===== src/dcu_pkg.sv =====
// shared types, codes and helper functions of the depth compare unit
// no dependencies; every other file of the block refers to this package

package dcu_pkg;

    localparam int DEPTH_W    = 18;
    localparam int DELTA_W    = 16;
    localparam int CODE_W     = 4;
    localparam int COV_W      = 4;
    localparam int MEM_COV_W  = 3;
    localparam int WORD_W     = 16;
    localparam int HIDDEN_W   = 2;
    localparam int SHIFT_W    = 3;
    localparam int CFG_IDX_W  = 3;
    localparam int CFG_DATA_W = 2;

    localparam logic [DEPTH_W-1:0] DEPTH_MAX      = 18'h3ffff;
    localparam logic [DELTA_W-1:0] DELTA_COPLANAR = 16'hffff;
    localparam logic [CODE_W-1:0]  CODE_MAX       = 4'd15;
    localparam logic [CODE_W-1:0]  CODE_SHIFT_LIM = 4'd11;
    localparam logic [SHIFT_W-1:0] SHIFT_MAX      = 3'd4;

    typedef enum logic [CFG_IDX_W-1:0] {
        CFG_COMPARE_ENABLE       = 3'd0,
        CFG_DEPTH_MODE           = 3'd1,
        CFG_BLEND_ALWAYS         = 3'd2,
        CFG_ANTIALIAS_ENABLE     = 3'd3,
        CFG_SHIFTERS_UPDATE      = 3'd4,
        CFG_PAST_SHIFTERS_UPDATE = 3'd5
    } cfg_index_t;

    typedef enum logic [1:0] {
        MODE_OPAQUE      = 2'd0,
        MODE_INTERPEN    = 2'd1,
        MODE_TRANSLUCENT = 2'd2,
        MODE_DECAL       = 2'd3
    } depth_mode_t;

    typedef struct packed {
        logic        compare_enable;
        depth_mode_t depth_mode;
        logic        blend_always;
        logic        antialias_enable;
        logic        shifters_update;
        logic        past_shifters_update;
    } cfg_t;

    typedef struct packed {
        logic [DEPTH_W-1:0]   new_depth;
        logic [DELTA_W-1:0]   delta_depth;
        logic [CODE_W-1:0]    delta_code;
        logic [COV_W-1:0]     coverage;
        logic [MEM_COV_W-1:0] stored_coverage;
        logic [WORD_W-1:0]    stored_word;
        logic [HIDDEN_W-1:0]  stored_hidden;
    } item_t;

    typedef struct packed {
        logic [DEPTH_W-1:0] old_depth;
        logic [CODE_W-1:0]  stored_code;
        logic [DELTA_W-1:0] stored_delta;
        logic               coplanar;
    } decoded_t;

    typedef struct packed {
        logic [CODE_W-1:0]  prev_code;
        logic [SHIFT_W-1:0] shift_a;
        logic [SHIFT_W-1:0] shift_b;
        logic [SHIFT_W-1:0] past_shift_a;
        logic [SHIFT_W-1:0] past_shift_b;
    } state_t;

    typedef struct packed {
        logic               pass;
        logic               blend_enable;
        logic               coverage_wrap;
        logic [COV_W-1:0]   coverage_out;
        logic [SHIFT_W-1:0] shift_a;
        logic [SHIFT_W-1:0] shift_b;
        logic [SHIFT_W-1:0] past_shift_a;
        logic [SHIFT_W-1:0] past_shift_b;
    } result_t;

    function automatic logic [2:0] exp_shift(input logic [2:0] e);
        logic [2:0] r;
        case (e)
            3'd0:    r = 3'd6;
            3'd1:    r = 3'd5;
            3'd2:    r = 3'd4;
            3'd3:    r = 3'd3;
            3'd4:    r = 3'd2;
            3'd5:    r = 3'd1;
            default: r = 3'd0;
        endcase
        return r;
    endfunction

    function automatic logic [DEPTH_W-1:0] exp_add(input logic [2:0] e);
        logic [DEPTH_W-1:0] r;
        case (e)
            3'd0:    r = 18'h00000;
            3'd1:    r = 18'h20000;
            3'd2:    r = 18'h30000;
            3'd3:    r = 18'h38000;
            3'd4:    r = 18'h3c000;
            3'd5:    r = 18'h3e000;
            3'd6:    r = 18'h3f000;
            default: r = 18'h3f800;
        endcase
        return r;
    endfunction

    function automatic logic [SHIFT_W-1:0] clamp_diff(input logic [CODE_W-1:0] a,
                                                      input logic [CODE_W-1:0] b);
        logic [CODE_W-1:0]  d;
        logic [SHIFT_W-1:0] r;
        d = a - b;
        if (a <= b)
            r = '0;
        else if (d > CODE_W'(SHIFT_MAX))
            r = SHIFT_MAX;
        else
            r = d[SHIFT_W-1:0];
        return r;
    endfunction

    // highest set bit kept, all others cleared
    function automatic logic [DELTA_W-1:0] top_bit(input logic [DELTA_W-1:0] v);
        logic [DELTA_W-1:0] r;
        r = '0;
        for (int k = 0; k < DELTA_W; k++)
        begin
            if (v[k])
                r = DELTA_W'(1) << k;
        end
        return r;
    endfunction

    function automatic logic [CODE_W-1:0] log2_pow2(input logic [DELTA_W-1:0] v);
        logic [CODE_W-1:0] j;
        j[3] = |(v & 16'hff00);
        j[2] = |(v & 16'hf0f0);
        j[1] = |(v & 16'hcccc);
        j[0] = |(v & 16'haaaa);
        return j;
    endfunction

endpackage


===== src/dcu_pixel_if.sv =====
// valid/ready channel carrying one pixel beat into the depth compare unit
// depends on dcu_pkg for field widths

interface dcu_pixel_if;
    logic                          valid;
    logic                          ready;
    logic [dcu_pkg::DEPTH_W-1:0]   new_depth;
    logic [dcu_pkg::DELTA_W-1:0]   delta_depth;
    logic [dcu_pkg::CODE_W-1:0]    delta_code;
    logic [dcu_pkg::COV_W-1:0]     coverage;
    logic [dcu_pkg::MEM_COV_W-1:0] stored_coverage;
    logic [dcu_pkg::WORD_W-1:0]    stored_word;
    logic [dcu_pkg::HIDDEN_W-1:0]  stored_hidden;

    modport source (
        output valid, new_depth, delta_depth, delta_code, coverage,
               stored_coverage, stored_word, stored_hidden,
        input  ready
    );

    modport sink (
        input  valid, new_depth, delta_depth, delta_code, coverage,
               stored_coverage, stored_word, stored_hidden,
        output ready
    );
endinterface


===== src/dcu_result_if.sv =====
// valid/ready channel carrying one result beat out of the depth compare unit
// depends on dcu_pkg for field widths

interface dcu_result_if;
    logic                        valid;
    logic                        ready;
    logic                        pass;
    logic                        blend_enable;
    logic                        coverage_wrap;
    logic [dcu_pkg::COV_W-1:0]   coverage_out;
    logic [dcu_pkg::SHIFT_W-1:0] shift_a;
    logic [dcu_pkg::SHIFT_W-1:0] shift_b;
    logic [dcu_pkg::SHIFT_W-1:0] past_shift_a;
    logic [dcu_pkg::SHIFT_W-1:0] past_shift_b;

    modport source (
        output valid, pass, blend_enable, coverage_wrap, coverage_out,
               shift_a, shift_b, past_shift_a, past_shift_b,
        input  ready
    );

    modport sink (
        input  valid, pass, blend_enable, coverage_wrap, coverage_out,
               shift_a, shift_b, past_shift_a, past_shift_b,
        output ready
    );
endinterface


===== src/dcu_depth_decode.sv =====
// expands the stored compressed depth word and rebuilds the stored slope
// depends on dcu_pkg (decoded_t, exponent tables)

module dcu_depth_decode (
    input  logic [dcu_pkg::WORD_W-1:0]   stored_word,
    input  logic [dcu_pkg::HIDDEN_W-1:0] stored_hidden,
    output dcu_pkg::decoded_t            dec
);

    logic [2:0]                   exponent;
    logic [dcu_pkg::DEPTH_W-1:0]  mantissa;
    logic [dcu_pkg::CODE_W-1:0]   code;
    logic [dcu_pkg::DELTA_W-1:0]  one_hot;
    logic [dcu_pkg::DELTA_W-1:0]  doubled;
    logic [dcu_pkg::DELTA_W-1:0]  floor_val;

    assign exponent  = stored_word[15:13];
    assign mantissa  = {7'd0, stored_word[12:2]};
    assign code      = {stored_word[1:0], stored_hidden};
    assign one_hot   = dcu_pkg::DELTA_W'(1) << code;
    assign doubled   = one_hot << 1;
    assign floor_val = dcu_pkg::DELTA_W'(16) >> exponent;

    always_comb
    begin
        dec.old_depth   = (mantissa << dcu_pkg::exp_shift(exponent))
                          + dcu_pkg::exp_add(exponent);
        dec.stored_code = code;
        dec.coplanar    = 1'b0;
        dec.stored_delta = one_hot;
        // small exponents widen the stored slope
        if (exponent < 3'd3)
        begin
            if (code == dcu_pkg::CODE_MAX)
            begin
                dec.coplanar     = 1'b1;
                dec.stored_delta = dcu_pkg::DELTA_COPLANAR;
            end
            else
            begin
                dec.stored_delta = (doubled > floor_val) ? doubled : floor_val;
            end
        end
    end

endmodule


===== src/dcu_compare.sv =====
// depth test, blend decision, coverage scaling and blender shift update
// depends on dcu_pkg (cfg_t, item_t, decoded_t, state_t, result_t)

module dcu_compare (
    input  dcu_pkg::cfg_t     cfg,
    input  dcu_pkg::item_t    item,
    input  dcu_pkg::decoded_t dec,
    input  dcu_pkg::state_t   state,
    output dcu_pkg::result_t  res,
    output dcu_pkg::state_t   state_next
);

    logic [4:0]                   cov_sum;
    logic                         overflow;
    logic [dcu_pkg::DELTA_W-1:0]  dzn;
    logic [18:0]                  dzs;
    logic [18:0]                  sz19;
    logic [19:0]                  sz_plus;
    logic                         is_max;
    logic                         infront;
    logic                         nearer;
    logic                         farther;
    logic [dcu_pkg::CODE_W-1:0]   scale;
    logic [dcu_pkg::DEPTH_W-1:0]  depth_diff;
    logic [7:0]                   product;
    logic [dcu_pkg::CODE_W-1:0]   b_diff;
    logic [dcu_pkg::SHIFT_W-1:0]  b_off;
    logic                         pass;
    logic                         blend;
    logic [dcu_pkg::COV_W-1:0]    cov_out;

    assign cov_sum  = {2'd0, item.stored_coverage} + {1'b0, item.coverage};
    assign overflow = cov_sum[3];

    assign dzn     = dcu_pkg::top_bit(item.delta_depth | dec.stored_delta);
    assign dzs     = {dzn, 3'd0};
    assign sz19    = {1'b0, item.new_depth};
    assign sz_plus = {2'd0, item.new_depth} + {1'b0, dzs};
    assign is_max  = dec.old_depth == dcu_pkg::DEPTH_MAX;
    assign infront = item.new_depth < dec.old_depth;
    assign nearer  = dec.coplanar || (sz19 < dzs)
                     || ((sz19 - dzs) <= {1'b0, dec.old_depth});
    assign farther = dec.coplanar || (sz_plus >= {2'd0, dec.old_depth});

    assign scale      = dcu_pkg::log2_pow2(dzn);
    assign depth_diff = (dec.old_depth >> scale) - (item.new_depth >> scale);
    assign product    = {4'd0, depth_diff[3:0]} * {4'd0, item.coverage};

    assign b_diff = dcu_pkg::CODE_MAX - item.delta_code;
    assign b_off  = (item.delta_code < dcu_pkg::CODE_SHIFT_LIM)
                    ? dcu_pkg::SHIFT_MAX : b_diff[dcu_pkg::SHIFT_W-1:0];

    always_comb
    begin
        state_next = state;
        cov_out    = item.coverage;
        pass       = 1'b1;
        if (cfg.compare_enable)
        begin
            if (cfg.shifters_update)
            begin
                state_next.shift_a = dcu_pkg::clamp_diff(item.delta_code, dec.stored_code);
                state_next.shift_b = dcu_pkg::clamp_diff(dec.stored_code, item.delta_code);
            end
            if (cfg.past_shifters_update)
            begin
                state_next.past_shift_a = dcu_pkg::clamp_diff(item.delta_code, state.prev_code);
                state_next.past_shift_b = dcu_pkg::clamp_diff(state.prev_code, item.delta_code);
            end
            state_next.prev_code = dec.stored_code;
            blend = cfg.blend_always || (!overflow && cfg.antialias_enable && farther);
            case (cfg.depth_mode)
                dcu_pkg::MODE_OPAQUE:
                    pass = is_max || (overflow ? infront : nearer);
                dcu_pkg::MODE_INTERPEN:
                begin
                    if (infront && farther && overflow)
                    begin
                        cov_out = product[6:3];
                        pass    = 1'b1;
                    end
                    else
                    begin
                        pass = is_max || (overflow ? infront : nearer);
                    end
                end
                dcu_pkg::MODE_TRANSLUCENT:
                    pass = infront || is_max;
                default:
                    pass = farther && nearer && !is_max;
            endcase
        end
        else
        begin
            if (cfg.shifters_update)
            begin
                state_next.shift_a = '0;
                state_next.shift_b = b_off;
            end
            if (cfg.past_shifters_update)
            begin
                state_next.past_shift_a = '0;
                state_next.past_shift_b = b_off;
            end
            state_next.prev_code = dcu_pkg::CODE_MAX;
            blend = cfg.blend_always || (!overflow && cfg.antialias_enable);
        end
    end

    always_comb
    begin
        res.pass          = pass;
        res.blend_enable  = blend;
        res.coverage_wrap = overflow;
        res.coverage_out  = cov_out;
        res.shift_a       = state_next.shift_a;
        res.shift_b       = state_next.shift_b;
        res.past_shift_a  = state_next.past_shift_a;
        res.past_shift_b  = state_next.past_shift_b;
    end

endmodule


===== src/depth_compare_unit_top.sv =====
// depth compare unit: input register, single-pass test logic, result register
// a pixel beat is captured in the input register, then moves into the result register once that is free
// throughput: one pixel per cycle unless result.ready stalls the output, set by the one pass of decode and compare
// logic between the input register and the result register
// reset clears the valid bits, the configuration and the carried slope/shift state
// depends on dcu_pkg, dcu_pixel_if, dcu_result_if, dcu_depth_decode, dcu_compare

module depth_compare_unit_top (
    input  logic                           clk,
    input  logic                           rst_n,
    input  logic                           cfg_we,
    input  logic [dcu_pkg::CFG_IDX_W-1:0]  cfg_index,
    input  logic [dcu_pkg::CFG_DATA_W-1:0] cfg_data,
    dcu_pixel_if.sink                      pixel,
    dcu_result_if.source                   result
);

    dcu_pkg::cfg_t     cfg_reg;
    dcu_pkg::item_t    item_reg;
    logic              s1_valid_reg;
    dcu_pkg::result_t  result_reg;
    logic              s2_valid_reg;
    dcu_pkg::state_t   state_reg;
    dcu_pkg::state_t   state_next;
    dcu_pkg::result_t  result_next;
    dcu_pkg::decoded_t dec;
    logic              pixel_accept;
    logic              s2_load;

    assign s2_load      = s1_valid_reg && (!s2_valid_reg || result.ready);
    assign pixel.ready  = !s1_valid_reg || s2_load;
    assign pixel_accept = pixel.valid && pixel.ready;

    always_ff @(posedge clk or negedge rst_n)
    begin
        if (!rst_n)
        begin
            cfg_reg <= '{compare_enable: 1'b0, depth_mode: dcu_pkg::MODE_OPAQUE,
                         blend_always: 1'b0, antialias_enable: 1'b0,
                         shifters_update: 1'b0, past_shifters_update: 1'b0};
        end
        else if (cfg_we)
        begin
            unique case (cfg_index)
                dcu_pkg::CFG_COMPARE_ENABLE:       cfg_reg.compare_enable <= cfg_data[0];
                dcu_pkg::CFG_DEPTH_MODE:
                    cfg_reg.depth_mode <= dcu_pkg::depth_mode_t'(cfg_data[1:0]);
                dcu_pkg::CFG_BLEND_ALWAYS:         cfg_reg.blend_always <= cfg_data[0];
                dcu_pkg::CFG_ANTIALIAS_ENABLE:     cfg_reg.antialias_enable <= cfg_data[0];
                dcu_pkg::CFG_SHIFTERS_UPDATE:      cfg_reg.shifters_update <= cfg_data[0];
                dcu_pkg::CFG_PAST_SHIFTERS_UPDATE:
                    cfg_reg.past_shifters_update <= cfg_data[0];
                default: ;
            endcase
        end
    end

    always_ff @(posedge clk or negedge rst_n)
    begin
        if (!rst_n)
        begin
            s1_valid_reg <= 1'b0;
        end
        else if (pixel_accept)
        begin
            s1_valid_reg <= 1'b1;
        end
        else if (s2_load)
        begin
            s1_valid_reg <= 1'b0;
        end
    end

    always_ff @(posedge clk)
    begin
        if (pixel_accept)
        begin
            item_reg <= '{new_depth: pixel.new_depth, delta_depth: pixel.delta_depth,
                          delta_code: pixel.delta_code, coverage: pixel.coverage,
                          stored_coverage: pixel.stored_coverage,
                          stored_word: pixel.stored_word,
                          stored_hidden: pixel.stored_hidden};
        end
    end

    dcu_depth_decode u_decode (
        .stored_word   (item_reg.stored_word),
        .stored_hidden (item_reg.stored_hidden),
        .dec           (dec)
    );

    dcu_compare u_compare (
        .cfg        (cfg_reg),
        .item       (item_reg),
        .dec        (dec),
        .state      (state_reg),
        .res        (result_next),
        .state_next (state_next)
    );

    // carried state advances once per pixel, as it moves into the result register
    always_ff @(posedge clk or negedge rst_n)
    begin
        if (!rst_n)
        begin
            state_reg    <= '0;
            s2_valid_reg <= 1'b0;
        end
        else if (s2_load)
        begin
            state_reg    <= state_next;
            s2_valid_reg <= 1'b1;
        end
        else if (result.ready)
        begin
            s2_valid_reg <= 1'b0;
        end
    end

    always_ff @(posedge clk)
    begin
        if (s2_load)
        begin
            result_reg <= result_next;
        end
    end

    assign result.valid         = s2_valid_reg;
    assign result.pass          = result_reg.pass;
    assign result.blend_enable  = result_reg.blend_enable;
    assign result.coverage_wrap = result_reg.coverage_wrap;
    assign result.coverage_out  = result_reg.coverage_out;
    assign result.shift_a       = result_reg.shift_a;
    assign result.shift_b       = result_reg.shift_b;
    assign result.past_shift_a  = result_reg.past_shift_a;
    assign result.past_shift_b  = result_reg.past_shift_b;

    a_stall_holds_input: assert property (@(posedge clk) disable iff (!rst_n)
        !pixel.ready |-> s1_valid_reg)
        else $error("input stalled with an empty input register");

    a_load_fills_output: assert property (@(posedge clk) disable iff (!rst_n)
        s2_load |=> s2_valid_reg)
        else $error("result register not valid after a load");

    a_disabled_code: assert property (@(posedge clk) disable iff (!rst_n)
        (s2_load && !cfg_reg.compare_enable) |=> (state_reg.prev_code == dcu_pkg::CODE_MAX))
        else $error("stored slope code not forced to maximum with compare off");

    a_shift_range: assert property (@(posedge clk) disable iff (!rst_n)
        s2_valid_reg |-> (result_reg.shift_a <= dcu_pkg::SHIFT_MAX
                          && result_reg.shift_b <= dcu_pkg::SHIFT_MAX
                          && result_reg.past_shift_a <= dcu_pkg::SHIFT_MAX
                          && result_reg.past_shift_b <= dcu_pkg::SHIFT_MAX))
        else $error("blender shift amount out of range");

endmodule

===== src/flat_wrapper.sv =====
// flat-port wrapper written by rule: the top's interface ports become plain ports
module depth_compare_unit_top_flat 
  (clk, rst_n, cfg_we, cfg_index, cfg_data, pixel_valid, pixel_new_depth, pixel_delta_depth, pixel_delta_code, pixel_coverage, pixel_stored_coverage, pixel_stored_word, pixel_stored_hidden, pixel_ready, result_valid, result_pass, result_blend_enable, result_coverage_wrap, result_coverage_out, result_shift_a, result_shift_b, result_past_shift_a, result_past_shift_b, result_ready);
  dcu_pixel_if pixel_i ();
  dcu_result_if result_i ();
  input  logic clk;
  input  logic rst_n;
  input  logic cfg_we;
  input  logic [dcu_pkg::CFG_IDX_W-1:0] cfg_index;
  input  logic [dcu_pkg::CFG_DATA_W-1:0] cfg_data;
  input wire logic [$bits(pixel_i.valid)-1:0] pixel_valid;
  input wire logic [$bits(pixel_i.new_depth)-1:0] pixel_new_depth;
  input wire logic [$bits(pixel_i.delta_depth)-1:0] pixel_delta_depth;
  input wire logic [$bits(pixel_i.delta_code)-1:0] pixel_delta_code;
  input wire logic [$bits(pixel_i.coverage)-1:0] pixel_coverage;
  input wire logic [$bits(pixel_i.stored_coverage)-1:0] pixel_stored_coverage;
  input wire logic [$bits(pixel_i.stored_word)-1:0] pixel_stored_word;
  input wire logic [$bits(pixel_i.stored_hidden)-1:0] pixel_stored_hidden;
  output wire logic [$bits(pixel_i.ready)-1:0] pixel_ready;
  output wire logic [$bits(result_i.valid)-1:0] result_valid;
  output wire logic [$bits(result_i.pass)-1:0] result_pass;
  output wire logic [$bits(result_i.blend_enable)-1:0] result_blend_enable;
  output wire logic [$bits(result_i.coverage_wrap)-1:0] result_coverage_wrap;
  output wire logic [$bits(result_i.coverage_out)-1:0] result_coverage_out;
  output wire logic [$bits(result_i.shift_a)-1:0] result_shift_a;
  output wire logic [$bits(result_i.shift_b)-1:0] result_shift_b;
  output wire logic [$bits(result_i.past_shift_a)-1:0] result_past_shift_a;
  output wire logic [$bits(result_i.past_shift_b)-1:0] result_past_shift_b;
  input wire logic [$bits(result_i.ready)-1:0] result_ready;
  assign pixel_i.valid = pixel_valid;
  assign pixel_i.new_depth = pixel_new_depth;
  assign pixel_i.delta_depth = pixel_delta_depth;
  assign pixel_i.delta_code = pixel_delta_code;
  assign pixel_i.coverage = pixel_coverage;
  assign pixel_i.stored_coverage = pixel_stored_coverage;
  assign pixel_i.stored_word = pixel_stored_word;
  assign pixel_i.stored_hidden = pixel_stored_hidden;
  assign pixel_ready = pixel_i.ready;
  assign result_valid = result_i.valid;
  assign result_pass = result_i.pass;
  assign result_blend_enable = result_i.blend_enable;
  assign result_coverage_wrap = result_i.coverage_wrap;
  assign result_coverage_out = result_i.coverage_out;
  assign result_shift_a = result_i.shift_a;
  assign result_shift_b = result_i.shift_b;
  assign result_past_shift_a = result_i.past_shift_a;
  assign result_past_shift_b = result_i.past_shift_b;
  assign result_i.ready = result_ready;
  depth_compare_unit_top u_core (.clk(clk), .rst_n(rst_n), .cfg_we(cfg_we), .cfg_index(cfg_index), .cfg_data(cfg_data), .pixel(pixel_i), .result(result_i));
endmodule

===== config.mk =====
export PLATFORM = sky130hd
export DESIGN_NAME = depth_compare_unit_top_flat
export DESIGN_NICKNAME = d
export VERILOG_FILES = /design/src/dcu_pkg.sv /design/src/dcu_pixel_if.sv /design/src/dcu_result_if.sv /design/src/dcu_depth_decode.sv /design/src/dcu_compare.sv /design/src/depth_compare_unit_top.sv /design/src/flat_wrapper.sv
export SDC_FILE = /design/constraint.sdc
export NUM_CORES = 1
export LEC_CHECK = 0
export ABC_AREA = 1
export BUFFER_PORTS_ARGS = -buffer_cell sky130_fd_sc_hd__buf_2
export CELL_PAD_IN_SITES_DETAIL_PLACEMENT = 1
export CELL_PAD_IN_SITES_GLOBAL_PLACEMENT = 2
export CORE_ASPECT_RATIO = 1.25
export CORE_MARGIN = 2
export CORE_UTILIZATION = 39
export DETAILED_ROUTE_END_ITERATION = 8
export GPL_ROUTABILITY_DRIVEN = 0
export HOLD_SLACK_MARGIN = 0.15
export PLACE_DENSITY_LB_ADDON = 0.1
export SETUP_SLACK_MARGIN = 0.2
export SYNTH_ARGS = -nofsm -noshare
export SYNTH_HDL_FRONTEND = slang
export SYNTH_SLANG_ARGS = --single-unit

===== constraint.sdc =====
create_clock -name clk -period 18.45 [get_ports clk]
set_clock_uncertainty 0.1 [all_clocks]
set_input_delay 3.69 -clock clk [delete_from_list [all_inputs] [get_ports clk]]
set_output_delay 3.69 -clock clk [all_outputs]
set_load 0.02 [all_outputs]

Yosys cells after proc, flatten, opt, wreduce, memory -nomap -nowiden

Index checks and enable logic that the tools add are counted.
W data, S select, Z words.

Bits in registers: 107
Input bits: 73
Output and inout bits: 21
Word-level logic and storage cells: 158

Add/subtract/negate cells: 10
Multiply operators: 1
Magnitude comparators: 15
Equality and inequality tests: 15
Shift operators: 5
Multiplexer cells: 47
Bitwise operators: 1
Reductions and logical operators: 36

Operators with widths:

| operator               | count |
|---|---|
| $mux W16               | 14 |
| $pmux W18 S7           | 1 |
| $shr A18 B4 Y4         | 2 |
| $reduce_or A8 Y1       | 4 |
| $mux W3                | 10 |
| $mux W6                | 4 |
| $add A18 B19 Y20       | 1 |
| $ge A20 B18 Y1         | 1 |
| $sub A4 B4 Y4          | 5 |
| $le A19 B18 Y1         | 1 |
| $lt A18 B19 Y1         | 1 |
| $sub A18 B19 Y19       | 1 |
| $add A18 B18 Y18       | 1 |
| $eq A18 B18 Y1 const B | 1 |
| $lt A18 B18 Y1         | 1 |
| $pmux W3 S6            | 1 |
| $shl A11 B3 Y18        | 1 |
| $mux W17               | 1 |
| $gt A16 B16 Y1         | 1 |
| $gt A4 B3 Y1 const B   | 4 |
| $le A4 B4 Y1           | 4 |
| $mux W4                | 4 |
| $or A16 B16 Y16        | 1 |
| $shl A1 B4 Y16 const A | 1 |
| other kinds (23)       | 64 |

Depth between registers and ports, before layout

Depth after elaboration: 30
Depth in mapped cells: 49
Gate-level depth less buffers: 48

Modules after synthesis

From an unflattened synthesis, not the netlist that was laid out.

Cell total of the unflattened synthesis: 1420
Area total of the unflattened synthesis: 10757.8 µm²

By module, submodules not included:

| module                 | times used | cells an instance | area an instance (µm²) | sequential area each (µm²) |
|---|---|---|---|---|
| dcu_compare            | 1          | 982               | 5931.9                 | 0.0 |
| depth_compare_unit_top | 1          | 206               | 3594.7                 | 3088.0 |
| dcu_depth_decode       | 1          | 232               | 1231.2                 | 0.0 |

Worst setup path after synthesis

No wires, ideal clock.

Path kind: input port to output port
Start: input port result_ready
End: output port pixel_ready
Data arrival time: 3963 ps
Required time: 14660 ps
Slack: 10697 ps
Stages: 2
Buffers on the path: 0
Cells stage by stage: inv_1 > nand3_1

Cells in the longest elaborated chain, start to end: 3

Ends and longest elaborated chain:

| item                | line                         | RTL |
|---|---|---|
| from (decl)         | flat_wrapper.sv:29           | `input wire logic [$bits(result_i.ready)-1:0] result_ready;` |
| $logic_or A1 B1 Y1  | depth_compare_unit_top.sv:30 | `assign s2_load = s1_valid_reg && (!s2_valid_reg \|\| result.ready);` |
| $logic_and A1 B1 Y1 | depth_compare_unit_top.sv:30 |  |
| $logic_or A1 B1 Y1  | depth_compare_unit_top.sv:31 | `assign pixel.ready = !s1_valid_reg \|\| s2_load;` |
| to (decl)           | flat_wrapper.sv:19           | `output wire logic [$bits(pixel_i.ready)-1:0] pixel_ready;` |

Every way passes these cells.

Worst setup path in the final report

Ends and elaborated chain as after synthesis.

==> metrics <==
initial antenna violation count=0; CP Cell Sequence=buf_2 > inv_1 > nand3_1 > buf_2; EDFF count, synth=82; detailed-router iteration count before antenna repair=6; clk buf depth=2; Residual DRC=0; fraction of the yosys area taken by sequential cells=29.9%; total of buffers placed on input and output ports=93; wire length after detailed routing=~32000 um; cell family contributing the most delay on the critical path=buffers and inverters; max FFs per register=63; P per Cell Area=roughly 85 nW/um^2; die boundary width=~150 um; average cell area after synthesis=around 7.7 sq um; cells taking the most area after synthesis=sky130_fd_sc_hd__edfxtp_1 (24%), sky130_fd_sc_hd__ha_1 (14%), sky130_fd_sc_hd__nand2_1 (8.8%); max-capacitance violation count=0; post-synth top area share=23.8%; overall global routing resource usage=23.5%; number of buffers created by CTS=9; FF+latch count, synth=107; first-pass GRT wire length=50800 um; count of antenna-violating nets left after detailed routing=0; CP Buf/Inv Count=3; leakage=0.00550 uW; vias per cell=5.21; cts-stage hold buffer count=0; WL/cell=18.0 um; number of instances in the synthesized netlist=~1300; synthesized net count=1541; Final Hold Slack=just over 400 ps; maximum operating frequency=125 MHz; result of the run=completed; number of levels in the clock H-tree=3; clock tree from TritonCTS=done; Clock transition at path regs=90 ps; count of vias placed by the detailed router=about 9100; biggest area consumer among synthesized cells=sky130_fd_sc_hd__edfxtp_1; element type at the critical path end=primary output; total non-filler cell area in the finished layout=11300 sq um; total gr overflow=0; violation count after the first detailed-route iteration=slightly above 300; setup repair after global routing missed its margin=no; maximum number of pins on one net before global-route repair=64; fraction of the mapped netlist area in adder cells=16.5%; shortest clock period the worst path allows after layout=8020 ps; final net count=around 1600; total inserted antenna cells=0; category of the worst setup path launch point=input pin; via count of the first global-routing pass=9549; synth warn=0; final setup violation count=0; DIE AREA=27800 sq um; number of gates resized after CTS=0; synthesized area=about 10000 sq um; Slowest-stage cell, CP=sky130_fd_sc_hd__buf_2; largest family of logic cells by synthesized area=simple AND/OR/NAND/NOR gates; count of clock tree sinks=~110; effective utilization at floorplan=about two fifths; most common flop cell mapped by yosys=sky130_fd_sc_hd__edfxtp_1; Worst Path Max Fanout=3; slowest stage delay, CP=190 ps; Core Rows=66; fin crit share=43.4%; Post-Layout Cell Count=1754; most frequent cell on the critical path=sky130_fd_sc_hd__buf_2; Core ar.=26000 sq um; post-synthesis cell type count=57; Max IR drop VDD=0.0586 mV; # IOs=94; CTS Root Buffer Type=sky130_fd_sc_hd__clkbuf_16; Placed Area=11000 sq um; xor and xnor area share after synthesis=3.39%; Clk Latency, worst-skew pair=380 ps; post-CTS setup buffer count=0; Slew headroom=between 20% and 30%; class of the tightest hold or removal check=reg -> reg; share of synthesized flip-flops with an asynchronous set or reset=23.4%; Total Negative Setup Slacks=0 ps; cell count after placement=approximately 1700; signal arrival time at the worst endpoint=4230 ps; classification of the worst setup path=in -> out; transition time at the pin with the least slew margin=1050 ps; simple-gate area share of the yosys netlist=25.1%; most common library cells after synthesis=sky130_fd_sc_hd__nand2_1 (241), sky130_fd_sc_hd__inv_1 (218), sky130_fd_sc_hd__ha_1 (117); synthesized-area fraction occupied by ao, oa, aoi and oai cells=13.9%; Final Hold Viols=0; area added between synthesis and finish=9.81%; mux share of post-synthesis cell area=0.533%; final count of pins violating max slew=0; worst endpoint required time=~15000 ps; HPWL after detailed placement=25500 um; ratio of cells with drive above 1 in the final layout=13.2%; most frequent cell after synthesis=sky130_fd_sc_hd__nand2_1; die boundary height=186 um
==> path summary, 6_finish.rpt <==
kind | from | to | slack [ps] | cells after the start
max | result_ready | pixel_ready | 10430 | 4
min reg2reg | u_core.cfg_reg[3]$_DFFE_PN0P_ | u_core.cfg_reg[3]$_DFFE_PN0P_ | 400 | 2
max in group asynchronous | rst_n | u_core.state_reg[2]$_DFFE_PN0P_ | 14640 | 1
min | u_core.cfg_reg[3]$_DFFE_PN0P_ | u_core.cfg_reg[3]$_DFFE_PN0P_ | 400 | 2
max reg2reg | u_core.item_reg[17]$_DFFE_PP_ | u_core.result.coverage_out[3]$_DFFE_PP_ | 10560 | 38
min in group asynchronous | rst_n | u_core.cfg_reg[3]$_DFFE_PN0P_ | 3210 | 1
==> placed cells by master, fill, tap and decap left out, types with 11 or more instances in the layout <==
master,synthesis,routed
sky130_fd_sc_hd__inv_1,218,217
sky130_fd_sc_hd__nand2_2,18,18
sky130_fd_sc_hd__nand4_1,27,27
sky130_fd_sc_hd__buf_2,8,93
sky130_fd_sc_hd__inv_2,13,14
sky130_fd_sc_hd__dfrtp_1,25,25
sky130_fd_sc_hd__nand2_1,241,241
sky130_fd_sc_hd__nand3_1,101,101
sky130_fd_sc_hd__nor2_1,94,94
sky130_fd_sc_hd__o21bai_1,13,13
sky130_fd_sc_hd__o211ai_1,13,13
sky130_fd_sc_hd__nor3_1,11,11
sky130_fd_sc_hd__xor2_1,36,36
sky130_fd_sc_hd__edfxtp_1,82,82
sky130_fd_sc_hd__o21ai_0,100,100
sky130_fd_sc_hd__a21oi_1,72,71
sky130_fd_sc_hd__fa_1,12,12
sky130_fd_sc_hd__ha_1,117,117
==> layout make-up <==
cell class | count | area, sq um
Fill cell | 3268 | 14700
Tap cell | 340 | 425
Timing Repair Buffer | 98 | 503
Inverter | 232 | 873
Clock buffer | 9 | 225
Sequential cell | 107 | 3090
Clock inverter | 7 | 76.3
Multi-Input combinational cell | 961 | 6150
==> worst min-delay path: stages, from the launching register on <==
cell	delay [ps]
sky130_fd_sc_hd__dfrtp_1	360
sky130_fd_sc_hd__nand2_1	50
sky130_fd_sc_hd__o21ai_0	60
==> cell families after synthesis <==
family	after synthesis
flops	107
mux	5
xor+xnor	40
buf+inv	271
simple gates	541
compound gates	246
fa+ha+maj	129
==> metrics by stage <==
step                utilization (%)  worst slack (ps)  total power (uW)
finish                         43.6             10430               969
global route                   43.6              9570              1050
CTS                            43.6             10440               981
detailed placement             42.5             10440               767
global placement               42.5             10480               756
floorplan                         -             10700               638
==> metal layers <==
| metal | up-vias | GRT usage [%] | part of all wire, % |
|---|---|---|---|
| li1 | 4618 | - | - |
| met1 | 4378 | 29.3 | 45 |
| met2 | 111 | 42.8 | 51 |
| met3 | 36 | 2.40 | 2.0 |
| met4 | 0 | 7.09 | 2.6 |
| met5 | - | 0 | 0 |
==> power breakdown <==
group / internal (uW) / leakage [uW] / switching (uW)
combinational: 160 / 0.00425 / 280
clock: 96.7 / 0.000150 / 112
sequential: 298 / 0.00111 / 23.4
total: 554 / 0.00550 / 415
Note: power is estimated with default switching activity, not from simulation.
